<file path="src/design/dbs_ram.sv">
// ----------------------------------------------------------------------------
// dbs_ram
// generic simple dual-port ram, one write and one registered read port
// ----------------------------------------------------------------------------
module dbs_ram #(
   parameter int WIDTH = 32,
   parameter int DEPTH = 80,
   localparam int ADDR_W = (DEPTH > 1) ? $clog2(DEPTH) : 1
) (
   input  logic              clock,
   input  logic              wr_en,
   input  logic [ADDR_W-1:0] wr_addr,
   input  logic [WIDTH-1:0]  wr_data,
   input  logic              rd_en,
   input  logic [ADDR_W-1:0] rd_addr,
   output logic [WIDTH-1:0]  rd_data
);

   logic [WIDTH-1:0] mem [DEPTH];
   logic [WIDTH-1:0] rd_data_ff;

   always_ff @(posedge clock) begin
      if (wr_en) begin
         mem[wr_addr] <= wr_data;
      end
      if (rd_en) begin
         rd_data_ff <= mem[rd_addr];
      end
   end

   assign rd_data = rd_data_ff;

endmodule

</file>
<file path="config.mk">
export PLATFORM = sky130hd
export DESIGN_NAME = dbs_ram
export DESIGN_NICKNAME = d
export VERILOG_FILES = /design/src/design/dbs_ram.sv
export SDC_FILE = /design/constraint.sdc
export NUM_CORES = 2
export LEC_CHECK = 0
export ABC_CLOCK_PERIOD_IN_PS = 4830
export CORE_ASPECT_RATIO = 1.1
export CORE_MARGIN = 5
export CORE_UTILIZATION = 40
export DETAILED_ROUTE_END_ITERATION = 10
export DONT_BUFFER_PORTS = 1
export MAX_ROUTING_LAYER = met4
export SETUP_SLACK_MARGIN = 0.5
export SLEW_MARGIN = 20
export SYNTH_ARGS = -nofsm -noshare
export SYNTH_HDL_FRONTEND = slang
export SYNTH_SLANG_ARGS = --single-unit
</file>
<file path="constraint.sdc">
create_clock -name clock -period 4.83 [get_ports clock]
set_input_delay 0.483 -clock clock [delete_from_list [all_inputs] [get_ports clock]]
set_output_delay 0.483 -clock clock [all_outputs]
set_load 0.005 [all_outputs]
</file>
==> results.sh <==
export IMPL_detail_route_iter0_violations=5210
export IMPL_r2r_cells=6
export IMPL_cp_depth=6
export IMPL_maxCapViolations=0
export IMPL_grt_pass1_vias=47300
export IMPL_cp_slowest_stage_delay_ns=2.05
export IMPL_tns_ns=-5.57
export IMPL_clk_path_buf_depth=4
export IMPL_max_freq_ghz=0.170
export IMPL_port_buffers=0
export IMPL_p_leak_nw=34.8
export IMPL_vdd_drop_max_mv=0.441
export IMPL_clkSlewWorstSetupHoldPaths_ns=0.06
export IMPL_arrival_ns=6.65
export IMPL_skew_ns=0.0446
export IMPL_rrSetupSlack_ns=1.95
export IMPL_final_fill_count=20200
export IMPL_cp_buffers_inverters=1
export IMPL_synth_cell_types=51
export IMPL_required_ns=5.60
export IMPL_swShare=0.203
export IMPL_hpwlAfterDp_um=142000
export IMPL_synthTopCellsByArea="edfxtp_1, mux4_2, mux2i_1, mux2_2, nor2_1"
export IMPL_drive_above_1_share=0.265
export IMPL_vias=46500
export IMPL_slew_violations=408
export IMPL_hold_class="in -> reg"
export IMPL_placed_area_um2=104000
export IMPL_syn_cell_area_um2=98900
export IMPL_status="finished with violations"
export IMPL_critPathKind="in -> reg"
export IMPL_syn_area_per_cell_um2=22.9
export IMPL_fin_crit_sh=1.22
export IMPL_antenna_found_initial=8
export IMPL_grt_overflow_total=0
export IMPL_place_congestion=0.825
export IMPL_synth_seq_cells=2592
export IMPL_cpLargestDelayFamily="simple AND/OR/NAND/NOR gates"
export IMPL_cp_slowest_cell="nand2b_1"
export IMPL_die_height_um=532
export IMPL_period_minus_slack_ns=5.87
export IMPL_fp_row_count=191
export IMPL_via_per_inst=5.80
export IMPL_crit_fanout=629
export IMPL_drc=0
export IMPL_startpoint_type="primary input"
export IMPL_clkPwrFrac=0.426
export IMPL_failed_checks="slew limit, setup timing"
export IMPL_grt_max_degree=630
export IMPL_intPower_mw=37.4
export IMPL_stdcell_count=8025
export IMPL_pwr_share_comb=0.043
export IMPL_clkSinkCount=2592
export IMPL_worst_slack_ns=-1.04
export IMPL_track_usage=0.203
export IMPL_fp_coreArea_um2=246000
export IMPL_placedCellCount=7475
export IMPL_clk_latency_ns=0.93
export IMPL_area_growth_pct=14.7
export IMPL_die_x_um=484
export IMPL_finalInstanceArea_um2=113000
export IMPL_cp_cell_sequence="nand2b_1, nor2_1, nor4_2, nor3_1, o41ai_1, dlygate4sd3_1"
export IMPL_dp_slack_ns=1.45
export IMPL_initial_core_util=0.402
export IMPL_seq_power_share=0.531
export IMPL_setup_viol=14
export IMPL_syn_num_nets=4364
export IMPL_slew_headroom=-2.00
export IMPL_nNetsFinal=4606
export IMPL_synth_top_area_frac=0.787
export IMPL_firstDrtPassIters=5
export IMPL_worst_slew_pin_slew_ns=4.50
export IMPL_synth_flop_cell="edfxtp_1"
export IMPL_routed_wl_um=257000
export IMPL_ys_warn_count=0
export IMPL_cts_resized=0
export IMPL_wl_per_cell_um=32.0
export IMPL_ys_seq_area_frac=0.787
export IMPL_numCtsBuffers=281
export IMPL_synth_top_area_cell="edfxtp_1"
export IMPL_finalHoldViolations=0
export IMPL_switchingPower_mw=9.56
export IMPL_cp_end_kind="flop"
export IMPL_cts_htree_levels=5
export IMPL_min_path_cells=2
export IMPL_final_core_util=0.461
export IMPL_synth_cells=4315
export IMPL_postCtsSetupRepairBufs=0
export IMPL_p_per_area_nw_per_um2=414
export IMPL_postRouteAntennaNets=0
export IMPL_cts_tree="yes"
export IMPL_cts_root_buf="clkbuf_16"
export IMPL_ctsHoldBuffers=75
export IMPL_rsz0062_at_grt="false"
export IMPL_top_level_ports=81
export IMPL_dieArea_um2=257000
export IMPL_async_flop_share=0
export IMPL_synth_edf_count=2592
export IMPL_grt_pass1_wl_um=365000
==> routing by layer <==
metal,track usage,routed length (µm),share of wire
met1,0.268,103000,0.40
met2,0.328,129000,0.50
met3,0.0320,16600,0.064
met4,0.0617,8000,0.031
met5,-,0,0
==> cell families (layout without fill, tap and decap cells) <==
logic type	after synthesis	after routing	synth area share
DFF	2592	2592	0.787
muxes	796	796	0.158
and+or+nand+nor	371	371	0.0173
AOI/OAI and AO/OA	321	321	0.0237
buffers and inverters	235	657	0.0137
other	0	7	0
==> power groups by stage <==
stage | combinational (mW) | sequential, mW | clock (mW)
3_3_place_gp | 1.30 | 25.4 | 0
2_1_floorplan | 1.17 | 25.4 | 0
3_5_place_dp | 1.31 | 25.4 | 0
4_1_cts | 1.85 | 24.9 | 20.4
6_report | 2.03 | 24.9 | 20.0
5_1_grt | 2.06 | 24.9 | 21.4
==> cell type report <==
type,count,area (µm²),share of cell area
Clock buffer,351,7420,0.0654
Sequential cell,2592,77800,0.686
Antenna cell,7,17.5,0.000154
Timing Repair Buffer,192,2810,0.0247
Clock inverter,112,951,0.00838
Inverter,2,7.51,0.0000662
Tap cell,3281,4110,0.0362
Multi-Input combinational cell,1488,20300,0.179
==> worst paths after layout <==
kind,to,start
max,rd_data[5]$_DFFE_PP_,rd_addr[2]
min,rd_data[26]$_DFFE_PP_,rd_addr[3]
max reg2reg,rd_data[5]$_DFFE_PP_,mem[40][5]$_DFFE_PP_
min reg2reg,rd_data[7]$_DFFE_PP_,mem[71][7]$_DFFE_PP_
==> state kept, by name, indices dropped and copies added (netlist names) <==
signal   flops
rd_data     32
mem       2560
==> metrics by stage <==
| step | hold WS (ns) | power, mW |
|---|---|---|
| finish | 0.0491 | 47.0 |
| global route | 0.00320 | 48.4 |
| CTS | 0.0133 | 47.2 |
| detailed placement | 0.590 | 26.7 |
| global placement | 0.590 | 26.7 |
| floorplan | 0.582 | 26.5 |
==> placed cells by master, fill, tap and decap left out, types with 35 or more instances in the layout <==
cell type      count
edfxtp_1        2592
mux4_2           609
clkbuf_16        287
mux2i_1          135
nand2_1           87
o22ai_1           76
nor2_4            76
buf_4             73
clkbuf_1          64
nor2_1            60
clkinv_1          54
mux2_2            52
dlygate4sd3_1     41
buf_12            40
nor2b_1           38
buf_16            38
a22oi_1           35
==> synth_stat cells (8+ instances only) <==
library cell,n
o41ai_1,22
o211ai_1,22
nor2_1,136
edfxtp_1,2592
mux2_2,52
o221ai_1,8
nor3_1,37
a21oi_1,13
clkbuf_1,69
a32oi_1,9
a221oi_1,16
mux4_2,609
o21ai_0,28
nand2_1,87
buf_6,26
a22o_1,17
nor2b_1,41
a22oi_1,35
buf_2,77
a211oi_1,34
nand3_1,26
buf_4,49
buf_1,12
mux2i_1,135
o22ai_1,76
nand2b_1,12
(Power assumes the default switching activity.)
